<file path="config.mk">
export PLATFORM = sky130hd
export DESIGN_NAME = pid_controller_clamped_terms
export DESIGN_NICKNAME = d
export VERILOG_FILES = /design/src/design/pct_pkg.sv /design/src/design/pid_controller_clamped_terms.sv /design/src/design/pct_mac.sv /design/src/design/pct_div.sv
export VERILOG_INCLUDE_DIRS = /design/src /design/src/design
export SDC_FILE = /design/constraint.sdc
export NUM_CORES = 2
export LEC_CHECK = 0
export BUFFER_PORTS_ARGS = -buffer_cell sky130_fd_sc_hd__clkbuf_2
export CAP_MARGIN = 20
export CELL_PAD_IN_SITES_DETAIL_PLACEMENT = 0
export CELL_PAD_IN_SITES_GLOBAL_PLACEMENT = 1
export CORE_MARGIN = 10
export CORE_UTILIZATION = 40
export DETAILED_ROUTE_END_ITERATION = 8
export PLACE_DENSITY = 0.67
export SLEW_MARGIN = 5
export SYNTH_ARGS = -nofsm -noshare
export SYNTH_HDL_FRONTEND = slang
export SYNTH_HIERARCHICAL = 1
export SYNTH_SLANG_ARGS = --single-unit
</file>
<file path="constraint.sdc">
create_clock -name clk -period 12.2 [get_ports clk]
set_clock_uncertainty 0.05 [all_clocks]
set_input_delay 0.61 -clock clk [delete_from_list [all_inputs] [get_ports clk]]
set_output_delay 0.61 -clock clk [all_outputs]
set_load 0.01 [all_outputs]
</file>
<file path="src/design/pid_controller_clamped_terms_assert.svh">
// Assertion macros shared by the controller modules.
`ifndef PID_CONTROLLER_CLAMPED_TERMS_ASSERT_SVH
`define PID_CONTROLLER_CLAMPED_TERMS_ASSERT_SVH

// Checked on every rising edge outside reset.
`define PCT_ASSERT(label, clk, rst_n, prop) \
    label: assert property (@(posedge clk) disable iff (!rst_n) prop) \
        else $error("pct assertion failed");

// Checked on every rising edge, reset included.
`define PCT_ASSERT_ALWAYS(label, clk, prop) \
    label: assert property (@(posedge clk) prop) \
        else $error("pct assertion failed");

`endif

</file>
<file path="src/design/pct_pkg.sv">
package pct_pkg;

    localparam int DATA_W    = 32;
    localparam int FRAC_W    = 16;
    localparam int OPND_W    = DATA_W + 1;
    localparam int PROD_W    = 2 * OPND_W;
    localparam int WIDE_W    = PROD_W - FRAC_W;
    localparam int DIV_DVD_W = OPND_W + FRAC_W;
    localparam int DIV_DVS_W = DATA_W;
    localparam int DIV_CNT_W = $clog2(DIV_DVD_W);

    localparam logic signed [DATA_W-1:0] P_TERM_MAX = 32'sd6553600;
    localparam logic signed [DATA_W-1:0] P_TERM_MIN = -32'sd6553600;
    localparam logic signed [DATA_W-1:0] D_TERM_MAX = 32'sd6553600;
    localparam logic signed [DATA_W-1:0] D_TERM_MIN = -32'sd6553600;

    localparam logic signed [DATA_W-1:0] RST_GAIN_P   = 32'sd65536;
    localparam logic signed [DATA_W-1:0] RST_GAIN_I   = 32'sd0;
    localparam logic signed [DATA_W-1:0] RST_GAIN_D   = 32'sd0;
    localparam logic        [DATA_W-1:0] RST_PERIOD   = 32'd65536;
    localparam logic signed [DATA_W-1:0] RST_LIMIT_HI = 32'sh7FFF_FFFF;
    localparam logic signed [DATA_W-1:0] RST_LIMIT_LO = 32'sh8000_0000;

    typedef enum logic [2:0] {
        REG_GAIN_P   = 3'd0,
        REG_GAIN_I   = 3'd1,
        REG_GAIN_D   = 3'd2,
        REG_PERIOD   = 3'd3,
        REG_INTEG_HI = 3'd4,
        REG_INTEG_LO = 3'd5,
        REG_OUT_HI   = 3'd6,
        REG_OUT_LO   = 3'd7
    } cfg_reg_t;

    typedef enum logic [3:0] {
        S_IDLE,
        S_MUL_I,
        S_INTEG,
        S_MUL_P,
        S_MUL_I2,
        S_ACC_I,
        S_WAIT_DIV,
        S_MUL_D,
        S_ACC_D,
        S_FINISH
    } state_t;

    typedef struct packed {
        logic load;
        logic acc_init;
        logic acc_add;
    } mac_ctrl_t;

endpackage

</file>
<file path="src/design/pid_controller_clamped_terms.sv">
// PID controller with clamped terms, signed Q16.16. Each error sample accepted on
// the input channel produces one drive value with a flag that is set when an
// output limit was applied. A sample's result is registered on the output
// channel once the 49-step bit-serial divider that forms the derivative term has
// finished, and the next sample is accepted the cycle after that result is
// registered. One shared 33x33 multiplier with an accumulator forms the
// integral increment and the three gain products in turn. A finished result
// waits in the output register while the next sample is processed, and it is
// only replaced after it has been taken. Registers may be written only while no
// sample is in flight.
`include "pid_controller_clamped_terms_assert.svh"

module pid_controller_clamped_terms (
    input  logic                                 clk,
    input  logic                                 rst_n,
    input  logic                                 cfg_write,
    input  logic [2:0]                           cfg_index,
    input  logic [pct_pkg::DATA_W-1:0]           cfg_data,
    input  logic                                 in_valid,
    output logic                                 in_ready,
    input  logic signed [pct_pkg::DATA_W-1:0]    error_sample,
    output logic                                 out_valid,
    input  logic                                 out_ready,
    output logic signed [pct_pkg::DATA_W-1:0]    drive_value,
    output logic                                 output_clamped
);

    localparam int DW = pct_pkg::DATA_W;
    localparam int WW = pct_pkg::WIDE_W;
    localparam int FW = pct_pkg::FRAC_W;
    localparam int PW = pct_pkg::PROD_W;

    // Clamp a wide signed value to 32-bit limits, testing the upper limit first.
    function automatic logic signed [DW-1:0] clamp_wide(
        input logic signed [WW-1:0] v,
        input logic signed [DW-1:0] lo,
        input logic signed [DW-1:0] hi
    );
        logic signed [WW-1:0] lo_w;
        logic signed [WW-1:0] hi_w;
        lo_w = $signed({{(WW - DW){lo[DW-1]}}, lo});
        hi_w = $signed({{(WW - DW){hi[DW-1]}}, hi});
        if (v > hi_w)
        begin
            return hi;
        end
        else if (v < lo_w)
        begin
            return lo;
        end
        return v[DW-1:0];
    endfunction

    pct_pkg::state_t state_reg;
    pct_pkg::state_t state_next;

    logic signed [DW-1:0] gain_p_reg, gain_p_next;
    logic signed [DW-1:0] gain_i_reg, gain_i_next;
    logic signed [DW-1:0] gain_d_reg, gain_d_next;
    logic        [DW-1:0] period_reg, period_next;
    logic signed [DW-1:0] integ_hi_reg, integ_hi_next;
    logic signed [DW-1:0] integ_lo_reg, integ_lo_next;
    logic signed [DW-1:0] out_hi_reg, out_hi_next;
    logic signed [DW-1:0] out_lo_reg, out_lo_next;

    logic signed [DW-1:0] integral_sum_reg, integral_sum_next;
    logic signed [DW-1:0] prev_error_reg, prev_error_next;
    logic signed [DW-1:0] error_reg, error_next;
    logic signed [DW-1:0] d_term_reg, d_term_next;
    logic                 out_valid_reg, out_valid_next;
    logic signed [DW-1:0] drive_value_reg, drive_value_next;
    logic                 output_clamped_reg, output_clamped_next;

    pct_pkg::mac_ctrl_t               mac_ctrl;
    logic signed [pct_pkg::OPND_W-1:0] mul_a;
    logic signed [pct_pkg::OPND_W-1:0] mul_b;
    logic signed [PW-1:0]              mac_prod;
    logic signed [PW-1:0]              mac_acc;

    logic                                div_start;
    logic                                div_busy;
    logic [pct_pkg::DIV_DVD_W-1:0]       div_dividend;
    logic [pct_pkg::DIV_DVD_W-1:0]       div_quot;

    logic signed [DW-1:0]  p_term;
    logic signed [WW-1:0]  integ_raw;
    logic signed [DW-1:0]  integ_clamped;
    logic signed [DW:0]    diff;
    logic                  diff_neg;
    logic [DW:0]           diff_mag;
    logic signed [WW-1:0]  d_wide;
    logic signed [DW-1:0]  d_value;
    logic signed [WW-1:0]  y_wide;
    logic signed [WW-1:0]  out_hi_w;
    logic signed [WW-1:0]  out_lo_w;
    logic signed [DW-1:0]  y_clamped;
    logic                  y_hit;

    pct_mac u_mac (
        .clk   (clk),
        .ctrl  (mac_ctrl),
        .mul_a (mul_a),
        .mul_b (mul_b),
        .prod  (mac_prod),
        .acc   (mac_acc)
    );

    pct_div u_div (
        .clk      (clk),
        .rst_n    (rst_n),
        .start    (div_start),
        .dividend (div_dividend),
        .divisor  (period_reg),
        .busy     (div_busy),
        .quotient (div_quot)
    );

    // Term arithmetic around the shared units.
    always_comb
    begin
        if (error_reg > pct_pkg::P_TERM_MAX)
        begin
            p_term = pct_pkg::P_TERM_MAX;
        end
        else if (error_reg < pct_pkg::P_TERM_MIN)
        begin
            p_term = pct_pkg::P_TERM_MIN;
        end
        else
        begin
            p_term = error_reg;
        end

        // The product's upper bits are the floor of error times period over 2^16.
        integ_raw = $signed({{(WW - DW){integral_sum_reg[DW-1]}}, integral_sum_reg})
                    + mac_prod[PW-1:FW];
        integ_clamped = clamp_wide(integ_raw, integ_lo_reg, integ_hi_reg);

        diff     = $signed({error_reg[DW-1], error_reg})
                   - $signed({prev_error_reg[DW-1], prev_error_reg});
        diff_neg = diff[DW];
        diff_mag = diff_neg ? (DW + 1)'(-diff) : diff;
        div_dividend = {diff_mag, {FW{1'b0}}};

        // Magnitude division, sign restored afterward: truncation toward zero.
        if (diff_neg)
        begin
            d_wide = -$signed({1'b0, div_quot});
        end
        else
        begin
            d_wide = $signed({1'b0, div_quot});
        end
        if (period_reg == '0)
        begin
            if (diff_neg)
            begin
                d_value = pct_pkg::D_TERM_MIN;
            end
            else if (diff != '0)
            begin
                d_value = pct_pkg::D_TERM_MAX;
            end
            else
            begin
                d_value = '0;
            end
        end
        else
        begin
            d_value = clamp_wide(d_wide, pct_pkg::D_TERM_MIN, pct_pkg::D_TERM_MAX);
        end

        y_wide    = mac_acc[PW-1:FW];
        out_hi_w  = $signed({{(WW - DW){out_hi_reg[DW-1]}}, out_hi_reg});
        out_lo_w  = $signed({{(WW - DW){out_lo_reg[DW-1]}}, out_lo_reg});
        y_clamped = clamp_wide(y_wide, out_lo_reg, out_hi_reg);
        y_hit     = (y_wide > out_hi_w) || (y_wide < out_lo_w);
    end

    // Sequencer.
    always_comb
    begin
        state_next          = state_reg;
        mac_ctrl            = '0;
        mul_a               = '0;
        mul_b               = '0;
        div_start           = 1'b0;
        integral_sum_next   = integral_sum_reg;
        prev_error_next     = prev_error_reg;
        error_next          = error_reg;
        d_term_next         = d_term_reg;
        out_valid_next      = out_valid_reg && !out_ready;
        drive_value_next    = drive_value_reg;
        output_clamped_next = output_clamped_reg;

        case (state_reg)
            pct_pkg::S_IDLE:
            begin
                if (in_valid)
                begin
                    error_next = error_sample;
                    state_next = pct_pkg::S_MUL_I;
                end
            end
            pct_pkg::S_MUL_I:
            begin
                mac_ctrl.load = 1'b1;
                mul_a         = $signed({error_reg[DW-1], error_reg});
                mul_b         = $signed({1'b0, period_reg});
                div_start     = 1'b1;
                state_next    = pct_pkg::S_INTEG;
            end
            pct_pkg::S_INTEG:
            begin
                integral_sum_next = integ_clamped;
                state_next        = pct_pkg::S_MUL_P;
            end
            pct_pkg::S_MUL_P:
            begin
                mac_ctrl.load = 1'b1;
                mul_a         = $signed({gain_p_reg[DW-1], gain_p_reg});
                mul_b         = $signed({p_term[DW-1], p_term});
                state_next    = pct_pkg::S_MUL_I2;
            end
            pct_pkg::S_MUL_I2:
            begin
                mac_ctrl.load     = 1'b1;
                mac_ctrl.acc_init = 1'b1;
                mul_a             = $signed({gain_i_reg[DW-1], gain_i_reg});
                mul_b             = $signed({integral_sum_reg[DW-1], integral_sum_reg});
                state_next        = pct_pkg::S_ACC_I;
            end
            pct_pkg::S_ACC_I:
            begin
                mac_ctrl.acc_add = 1'b1;
                state_next       = pct_pkg::S_WAIT_DIV;
            end
            pct_pkg::S_WAIT_DIV:
            begin
                if (!div_busy)
                begin
                    d_term_next = d_value;
                    state_next  = pct_pkg::S_MUL_D;
                end
            end
            pct_pkg::S_MUL_D:
            begin
                mac_ctrl.load = 1'b1;
                mul_a         = $signed({gain_d_reg[DW-1], gain_d_reg});
                mul_b         = $signed({d_term_reg[DW-1], d_term_reg});
                state_next    = pct_pkg::S_ACC_D;
            end
            pct_pkg::S_ACC_D:
            begin
                mac_ctrl.acc_add = 1'b1;
                state_next       = pct_pkg::S_FINISH;
            end
            pct_pkg::S_FINISH:
            begin
                // Hold here until the previous result has left the output register.
                if (!out_valid_reg || out_ready)
                begin
                    out_valid_next      = 1'b1;
                    drive_value_next    = y_clamped;
                    output_clamped_next = y_hit;
                    prev_error_next     = error_reg;
                    state_next          = pct_pkg::S_IDLE;
                end
            end
            default:
            begin
                state_next = pct_pkg::S_IDLE;
            end
        endcase
    end

    // Register writes.
    always_comb
    begin
        gain_p_next   = gain_p_reg;
        gain_i_next   = gain_i_reg;
        gain_d_next   = gain_d_reg;
        period_next   = period_reg;
        integ_hi_next = integ_hi_reg;
        integ_lo_next = integ_lo_reg;
        out_hi_next   = out_hi_reg;
        out_lo_next   = out_lo_reg;
        if (cfg_write)
        begin
            case (cfg_index)
                pct_pkg::REG_GAIN_P:   gain_p_next   = cfg_data;
                pct_pkg::REG_GAIN_I:   gain_i_next   = cfg_data;
                pct_pkg::REG_GAIN_D:   gain_d_next   = cfg_data;
                pct_pkg::REG_PERIOD:   period_next   = cfg_data;
                pct_pkg::REG_INTEG_HI: integ_hi_next = cfg_data;
                pct_pkg::REG_INTEG_LO: integ_lo_next = cfg_data;
                pct_pkg::REG_OUT_HI:   out_hi_next   = cfg_data;
                pct_pkg::REG_OUT_LO:   out_lo_next   = cfg_data;
                default:
                begin
                    gain_p_next = gain_p_reg;
                end
            endcase
        end
    end

    always_ff @(posedge clk or negedge rst_n)
    begin
        if (!rst_n)
        begin
            state_reg        <= pct_pkg::S_IDLE;
            out_valid_reg    <= 1'b0;
            integral_sum_reg <= '0;
            prev_error_reg   <= '0;
            gain_p_reg       <= pct_pkg::RST_GAIN_P;
            gain_i_reg       <= pct_pkg::RST_GAIN_I;
            gain_d_reg       <= pct_pkg::RST_GAIN_D;
            period_reg       <= pct_pkg::RST_PERIOD;
            integ_hi_reg     <= pct_pkg::RST_LIMIT_HI;
            integ_lo_reg     <= pct_pkg::RST_LIMIT_LO;
            out_hi_reg       <= pct_pkg::RST_LIMIT_HI;
            out_lo_reg       <= pct_pkg::RST_LIMIT_LO;
        end
        else
        begin
            state_reg        <= state_next;
            out_valid_reg    <= out_valid_next;
            integral_sum_reg <= integral_sum_next;
            prev_error_reg   <= prev_error_next;
            gain_p_reg       <= gain_p_next;
            gain_i_reg       <= gain_i_next;
            gain_d_reg       <= gain_d_next;
            period_reg       <= period_next;
            integ_hi_reg     <= integ_hi_next;
            integ_lo_reg     <= integ_lo_next;
            out_hi_reg       <= out_hi_next;
            out_lo_reg       <= out_lo_next;
        end
    end

    always_ff @(posedge clk)
    begin
        error_reg          <= error_next;
        d_term_reg         <= d_term_next;
        drive_value_reg    <= drive_value_next;
        output_clamped_reg <= output_clamped_next;
    end

    assign in_ready       = (state_reg == pct_pkg::S_IDLE);
    assign out_valid      = out_valid_reg;
    assign drive_value    = drive_value_reg;
    assign output_clamped = output_clamped_reg;

    `PCT_ASSERT_ALWAYS(a_div_start_idle, clk, div_start |-> !div_busy)
    `PCT_ASSERT(a_d_after_div, clk, rst_n, (state_reg == pct_pkg::S_MUL_D) |-> !div_busy)
    `PCT_ASSERT(a_integ_in_limits, clk, rst_n,
        ((state_reg == pct_pkg::S_MUL_P) && $past(integ_lo_reg <= integ_hi_reg))
        |-> (($past(integ_lo_reg) <= integral_sum_reg)
             && (integral_sum_reg <= $past(integ_hi_reg))))

endmodule

</file>
<file path="src/design/pct_mac.sv">
module pct_mac (
    input  logic                                clk,
    input  pct_pkg::mac_ctrl_t                  ctrl,
    input  logic signed [pct_pkg::OPND_W-1:0]   mul_a,
    input  logic signed [pct_pkg::OPND_W-1:0]   mul_b,
    output logic signed [pct_pkg::PROD_W-1:0]   prod,
    output logic signed [pct_pkg::PROD_W-1:0]   acc
);

    logic signed [pct_pkg::PROD_W-1:0] prod_reg;
    logic signed [pct_pkg::PROD_W-1:0] prod_next;
    logic signed [pct_pkg::PROD_W-1:0] acc_reg;
    logic signed [pct_pkg::PROD_W-1:0] acc_next;

    always_comb
    begin
        prod_next = prod_reg;
        acc_next  = acc_reg;
        if (ctrl.load)
        begin
            prod_next = mul_a * mul_b;
        end
        if (ctrl.acc_init)
        begin
            acc_next = prod_reg;
        end
        else if (ctrl.acc_add)
        begin
            acc_next = acc_reg + prod_reg;
        end
    end

    always_ff @(posedge clk)
    begin
        prod_reg <= prod_next;
        acc_reg  <= acc_next;
    end

    assign prod = prod_reg;
    assign acc  = acc_reg;

endmodule

</file>
<file path="src/design/pct_div.sv">
`include "pid_controller_clamped_terms_assert.svh"

module pct_div (
    input  logic                              clk,
    input  logic                              rst_n,
    input  logic                              start,
    input  logic [pct_pkg::DIV_DVD_W-1:0]     dividend,
    input  logic [pct_pkg::DIV_DVS_W-1:0]     divisor,
    output logic                              busy,
    output logic [pct_pkg::DIV_DVD_W-1:0]     quotient
);

    logic                              busy_reg;
    logic                              busy_next;
    logic [pct_pkg::DIV_CNT_W-1:0]     cnt_reg;
    logic [pct_pkg::DIV_CNT_W-1:0]     cnt_next;
    logic [pct_pkg::DIV_DVS_W-1:0]     rem_reg;
    logic [pct_pkg::DIV_DVS_W-1:0]     rem_next;
    logic [pct_pkg::DIV_DVD_W-1:0]     dq_reg;
    logic [pct_pkg::DIV_DVD_W-1:0]     dq_next;
    logic [pct_pkg::DIV_DVS_W-1:0]     divisor_reg;
    logic [pct_pkg::DIV_DVS_W-1:0]     divisor_next;
    logic [pct_pkg::DIV_DVS_W:0]       shifted;
    logic                              fits;

    // One restoring step per cycle: the dividend shifts out of the top of dq_reg
    // while quotient bits shift in at the bottom.
    always_comb
    begin
        shifted      = {rem_reg, dq_reg[pct_pkg::DIV_DVD_W-1]};
        fits         = (shifted >= {1'b0, divisor_reg});
        busy_next    = busy_reg;
        cnt_next     = cnt_reg;
        rem_next     = rem_reg;
        dq_next      = dq_reg;
        divisor_next = divisor_reg;
        if (start)
        begin
            busy_next    = 1'b1;
            cnt_next     = pct_pkg::DIV_CNT_W'(pct_pkg::DIV_DVD_W - 1);
            rem_next     = '0;
            dq_next      = dividend;
            divisor_next = divisor;
        end
        else if (busy_reg)
        begin
            if (fits)
            begin
                rem_next = pct_pkg::DIV_DVS_W'(shifted - {1'b0, divisor_reg});
            end
            else
            begin
                rem_next = shifted[pct_pkg::DIV_DVS_W-1:0];
            end
            dq_next = {dq_reg[pct_pkg::DIV_DVD_W-2:0], fits};
            if (cnt_reg == '0)
            begin
                busy_next = 1'b0;
            end
            else
            begin
                cnt_next = cnt_reg - 1'b1;
            end
        end
    end

    always_ff @(posedge clk or negedge rst_n)
    begin
        if (!rst_n)
        begin
            busy_reg <= 1'b0;
            cnt_reg  <= '0;
        end
        else
        begin
            busy_reg <= busy_next;
            cnt_reg  <= cnt_next;
        end
    end

    always_ff @(posedge clk)
    begin
        rem_reg     <= rem_next;
        dq_reg      <= dq_next;
        divisor_reg <= divisor_next;
    end

    assign busy     = busy_reg;
    assign quotient = dq_reg;

    `PCT_ASSERT(a_div_last_step, clk, rst_n, $fell(busy_reg) |-> ($past(cnt_reg) == '0))
    `PCT_ASSERT(a_div_rem_bound, clk, rst_n, (busy_reg && (divisor_reg != '0)) |-> (rem_reg < divisor_reg))

endmodule
</file>
# --- Word-level counts from Yosys, hierarchy flattened ---
# Cells that the tools add are included.
op_classes:
  add_sub_neg: 7
  multipliers: 1
  div_mod_pow: 0
  n_lt_le_gt_ge: 9
  n_eq_ne: 20
  shift: 0
  mux: 46
  bitwise: 1
  n_reduce_logical: 27
op_table:
  columns: ["op", "n"]
  rows:
  - ["2-to-1 mux 32 bit", 14]
  - ["one-hot mux 33 bit (4 select lines)", 2]
  - ["2-to-1 mux 66 bit", 2]
  - ["> comparator 50 x 32 -> 1 bit", 2]
  - ["< comparator 50 x 32 -> 1 bit", 2]
  - ["2-to-1 mux 49 bit", 2]
  - ["adder 66 bit", 1]
  - ["multiplier 33 x 33 -> 66 bit", 1]
  - ["adder 50 bit", 1]
  - ["> comparator 50 x 24 -> 1 bit (second input constant)", 1]
  - ["< comparator 50 x 24 -> 1 bit (second input constant)", 1]
  - ["2-to-1 mux 50 bit", 1]
  - ["negator 49 -> 50 bit", 1]
  - ["one-hot mux 4 bit (10 select lines)", 1]
  - [">= comparator 33 x 32 -> 1 bit", 1]
  - ["2-to-1 mux 33 bit", 1]
  - ["negator 33 bit", 1]
  - ["nonzero test 33 bit", 1]
  - ["subtractor 32 x 32 -> 33 bit", 1]
  - ["> comparator 32 x 24 -> 1 bit (second input constant)", 1]
  - ["zero test 32 bit", 1]
  - ["< comparator 32 x 24 -> 1 bit (second input constant)", 1]
  - ["subtractor 32 bit", 1]
  - ["AND reduction 2 bit", 12]
  - ["other kinds (24)", 58]
word_totals:
  reg_bits: 674
  latchBits: 0
  mem_bits_rw: 0
  rom_bits: 0
  output_inout_bits: 35
  n_memories: 0

# --- Logic depth before layout (Yosys ltp) ---
depth:
  depth_word: 8
  ltp_mapped: 39
  mapped_depth_nobuf: 36

# --- Modules after synthesis ---
# The synthesis kept the hierarchy.
by_module_without_submodules:
  columns: ["mod", "instances", "cells_per_inst", "area_each_um2"]
  rows:
  - ["pct_mac", 1, 5131, 47606.9]
  - ["pid_controller_clamped_terms", 1, 3161, 30426.7]
  - ["pct_div", 1, 663, 6966.7]

# --- Worst setup path after synthesis ---
# Ideal clock, no wire load.
synth_timing:
  path_type: "flip-flop to flip-flop"
  start: "register state_reg[1]"
  end: "register u_mac.prod_reg, in the netlist u_mac/prod[64], data pin"
  setup_time_ns: 0.256
  t_arrival_ns: 9.708
  required_time_ns: 11.894
  slack_ns: 2.186
  stages_incl_launch_ff: 32
  n_path_buf: 5
  path_cell_list: "dfrtp_1 -> clkbuf_1 -> nor4b_1 -> clkbuf_1 -> clkbuf_1 -> a222oi_1 -> nand2_1 -> clkbuf_1 -> nand2_1 -> fa_1 -> inv_1 -> fa_1 -> fa_1 -> fa_1 -> fa_1 -> fa_1 -> fa_1 -> inv_1 -> fa_1 -> inv_1 -> ha_1 -> clkbuf_1 -> inv_1 -> o21bai_1 -> a21o_1 -> a21o_1 -> a21oi_1 -> inv_1 -> a2111oi_4 -> nor2_2 -> or4b_1 -> and4_1"
synth_between:
  elab_chain_cells: 3
  word_cells_on_any_way: 7
  classes_between: "mul (1); eq/ne (4); mux (2)"
synth_lines:
  columns: ["element", "line_no", "rtl"]
  rows:
  - ["from (decl)", "pid_controller_clamped_terms.sv:54", "pct_pkg::state_t state_reg;"]
  - ["from (signal assigned)", "pid_controller_clamped_terms.sv:312", "state_reg <= pct_pkg::S_IDLE;"]
  - ["from (signal assigned)", "pid_controller_clamped_terms.sv:327", "state_reg <= state_next;"]
  - ["== test 4 x 3 -> 1 bit (tied with other cells)", "pid_controller_clamped_terms.sv:197", "case (state_reg)"]
  - ["one-hot mux 33 bit (4 select lines) *", "pid_controller_clamped_terms.sv:197", null]
  - ["net mul_b, one bit", "pid_controller_clamped_terms.sv:76", "logic signed [pct_pkg::OPND_W-1:0] mul_b;"]
  - ["multiplier 33 x 33 -> 66 bit *", "pct_mac.sv:21", "prod_next = mul_a * mul_b;"]
  - ["to (signal assigned)", "pct_mac.sv:35", "prod_reg <= prod_next;"]
  - ["to (decl)", "pct_mac.sv:10", "logic signed [pct_pkg::PROD_W-1:0] prod_reg;"]
# Mark *: on every way through the listed nets, which the timed path passes. The rest lies on a longest branch.
# A chain may end at the register's enable or synchronous reset.

# --- Worst setup path after layout ---
layout_timing:
  start: "register error_reg[23]"
  end: "register u_mac.prod_reg, in the netlist u_mac/prod[64], data pin"
layout_between:
  elab_chain_cells: 5
  word_cells_on_any_way: 7
  classes_between: "mul (1); order compare (2); mux (4)"
layout_lines:
  columns: ["element", "line_no", "rtl"]
  rows:
  - ["from (decl)", "pid_controller_clamped_terms.sv:68", "logic signed [DW-1:0] error_reg, error_next;"]
  - ["from (signal assigned)", "pid_controller_clamped_terms.sv:344", "error_reg <= error_next;"]
  - ["< comparator 32 x 24 -> 1 bit", "pid_controller_clamped_terms.sv:125", "else if (error_reg < pct_pkg::P_TERM_MIN)"]
  - ["2-to-1 mux 32 bit", "pid_controller_clamped_terms.sv:125", null]
  - ["2-to-1 mux 32 bit *", "pid_controller_clamped_terms.sv:121", "if (error_reg > pct_pkg::P_TERM_MAX)"]
  - ["one-hot mux 33 bit (4 select lines) *", "pid_controller_clamped_terms.sv:197", null]
  - ["net mul_b, one bit", "pid_controller_clamped_terms.sv:76", null]
  - ["multiplier 33 x 33 -> 66 bit *", "pct_mac.sv:21", null]
# Marks and branches as above.

==> flow_summary.json <==
{
  "outcome": "complete, but fails checks",
  "violations": "DRC",
  "htree_levels": 3,
  "slew_viol_final": 0,
  "synth_edf_count": 310,
  "drtIter0Drc": 5501,
  "maxCapViolCount": 0,
  "hold_path_class": "in -> reg",
  "ant_nets": 0,
  "max_freq_mhz": 86.55,
  "port_buffers": 106,
  "synth_top_cell_area_share_pct": 27.06,
  "clockBufferDepth": 3,
  "cp-start-kind": "flop",
  "nNetsFinal": 10710,
  "utilization_pct": 43.42,
  "rsz0062_at_grt": "false",
  "track_usage_pct": 23.73,
  "die_w_um": 481.0,
  "drc": 32,
  "dr_total_vias": 64900,
  "cp_max_fo": 33,
  "root_buffer": "clkbuf_16",
  "finalHoldViolCount": 0,
  "fillers": 20390,
  "start_util_pct": 40.16,
  "ys_seq_area_share_pct": 21.58,
  "max_slew_margin_pct": 14.21,
  "synth_largest_area_cell": "fa_1",
  "grt_pass1_wl_um": 423300,
  "setup_viol": 0,
  "post-place-cells": 11620,
  "cts_tree": "built",
  "worst_slew_pin_slew_ns": 1.287,
  "die_h_um": 481.0,
  "ioPinCount": 107,
  "grt_max_degree": 104,
  "layout-drive-gt1-share_pct": 9.778,
  "cpMaxStageDelayCell": "fa_1",
  "dpl.hpwl_um": 224100,
  "synth_area_um2": 85000,
  "avgViaCountPerCell": 5.501,
  "antenna_found_initial": 23,
  "critical_path_arrival_ns": 11.96,
  "fin_crit_sh_pct": 94.70,
  "syn_avg_cell_area_um2": 9.492,
  "grt_pass1_vias": 66960,
  "num_rows": 169,
  "synth_cell_types": 110,
  "crit_path_frequent_cell": "fa_1",
  "place_congestion": 0.9278,
  "clk_pin_slew_ns": 0.06,
  "final_cell_count_no_fill": 11800,
  "synth_warnings": 6,
  "design.core.area_um2": 211700,
  "slowest_delay_ns": 0.95,
  "clock_sink_count": 674,
  "fin_setup_tns_ns": 0,
  "wl_per_cell_um": 23.49,
  "crit_required_ns": 12.61,
  "first_pass_iters": 9,
  "clk_latency_ns": 0.73,
  "grt-ovfl-total": 0,
  "cts_buffers": 82,
  "synth-seq-cells": 674,
  "async_flop_share_pct": 49.26,
  "path_class": "reg -> reg",
  "dieArea_um2": 231300,
  "critPathCaptureType": "flop",
  "synthCells": 8955,
  "syn2layout_area_growth_pct": 8.121,
  "ys_top_cells_by_area": "fa_1 (27%), edfxtp_1 (11%), ha_1 (8.8%)",
  "ys.flop_type": "edfxtp_1",
  "drt_wl_total_um": 277100,
  "min_period_ns": 11.55
}
-- metal layers --
| layer | wire length, um | track usage (%) |
|---|---|---|
| met1 | 126400 | 33.76 |
| met4 | 8100 | 6.759 |
| met2 | 123500 | 36.79 |
| met3 | 19080 | 4.519 |
| met5 | 50 | 0 |
-- layout make-up --
type                    count  area [um2]  area share (%)
flip-flops and latches    674       18340           19.96
diodes                     18       45.04         0.04901
well taps                2821        3530           3.841
clock buffers             103        2297           2.500
repair buffers            257        1752           1.906
inverters                1440        5410           5.887
clock inverters            51       643.1          0.6998
multi-input cells        6434       59890           65.16
-- critical path: cells and delay by family (launching register included) --
kind / cells / cell delay (ns)
simple gates: 11 / 2.36
flops: 1 / 0.56
buf+inv: 11 / 2.04
compound gates: 8 / 1.62
fa+ha+maj: 9 / 4.63
-- path summary, 6_finish.rpt --
| check | from | end | slack (ns) | cells after the start |
|---|---|---|---|---|
| hold / removal | error_sample[17] | error_reg[17] | 0.06 | 1 |
| min in group asynchronous | rst_n | prev_error_reg[4] | 0.52 | 2 |
| hold reg to reg | prev_error_reg[31] | prev_error_reg[31] | 0.44 | 2 |
| max in group asynchronous | rst_n | out_lo_reg[21] | 9.25 | 4 |
| setup reg to reg | error_reg[23] | u_mac/prod[64] | 0.65 | 39 |
| setup / recovery | error_reg[23] | u_mac/prod[64] | 0.65 | 39 |
-- metrics by stage --
| stage | instance area (um2) | hold slack [ns] | setup WS (ns) |
|---|---|---|---|
| 6_report | 91900 | 0.06393 | 0.6462 |
| 5_1_grt | 91870 | 0.03209 | 0.05681 |
| 4_1_cts | 91750 | 0.01859 | 0.3991 |
| 3_5_place_dp | 88800 | 0.4248 | 0.4099 |
| 3_3_place_gp | 88740 | 0.4178 | 0.4517 |
| 2_1_floorplan | 85060 | 0.2644 | 2.186 |
-- Yosys cell counts (31+ instances only) --
| master | number |
|---|---|
| nor4_1 | 41 |
| a222oi_1 | 65 |
| a31oi_1 | 52 |
| nor2_1 | 300 |
| nand2_1 | 1030 |
| o21bai_1 | 40 |
| nor2b_1 | 58 |
| o31ai_1 | 33 |
| a21oi_1 | 317 |
| inv_1 | 1436 |
| a21o_1 | 200 |
| ha_1 | 598 |
| or3_1 | 33 |
| mux2i_1 | 105 |
| fa_1 | 1149 |
| dfxtp_1 | 32 |
| edfxtp_1 | 310 |
| o21ai_0 | 368 |
| xnor2_1 | 172 |
| dfstp_2 | 66 |
| nand3_1 | 105 |
| nor3_1 | 74 |
| mux2_2 | 310 |
| and3_1 | 52 |
| nand2b_1 | 59 |
| nand4_1 | 108 |
| xor2_1 | 108 |
| a211oi_1 | 37 |
| dfrtp_1 | 266 |
| and2_1 | 574 |
| o21a_1 | 32 |
| o211ai_1 | 31 |
| clkbuf_1 | 393 |
-- cell usage in the layout, fill, tap and decap left out, drive strengths merged, types with 46 or more instances in the layout --
cell    netlist  routed
nor3         76      76
edfxtp      310     310
a222oi       65      65
nor4         46      46
and2        575     575
a21o        200     200
dfstp        66      66
a31oi        52      52
and3         52      52
nand2      1030    1030
fa         1149    1149
inv        1436    1441
o21ai       384     384
mux2i       105     105
nor2        302     302
clkbuf      393     208
xor2        108     108
buf          29     151
nand2b       59      59
dfrtp       266     266
nor2b        58      58
mux2        310     310
ha          598     598
nand3       105     105
xnor2       172     172
nand4       110     110
a21oi       319     319
-- what timing repair did --
action,4_1_cts,5_1_grt
endpoints found under the hold margin,101,0
hold buffers,1,0
gates resized for setup,0,2
setup buffers,0,6
setup endpoints to repair,0,2
-- logic make-up after synthesis --
kind of cell	synth area share, %
compound gates	11.21
xor+xnor	2.885
fa+ha+maj	35.86
buf+inv	8.270
flops	21.58
mux	5.343
other cells	0.004412
simple gates	14.85
Power is not shown: default switching activity piles up to over one toggle a cycle in this logic, so the estimate is an artifact.
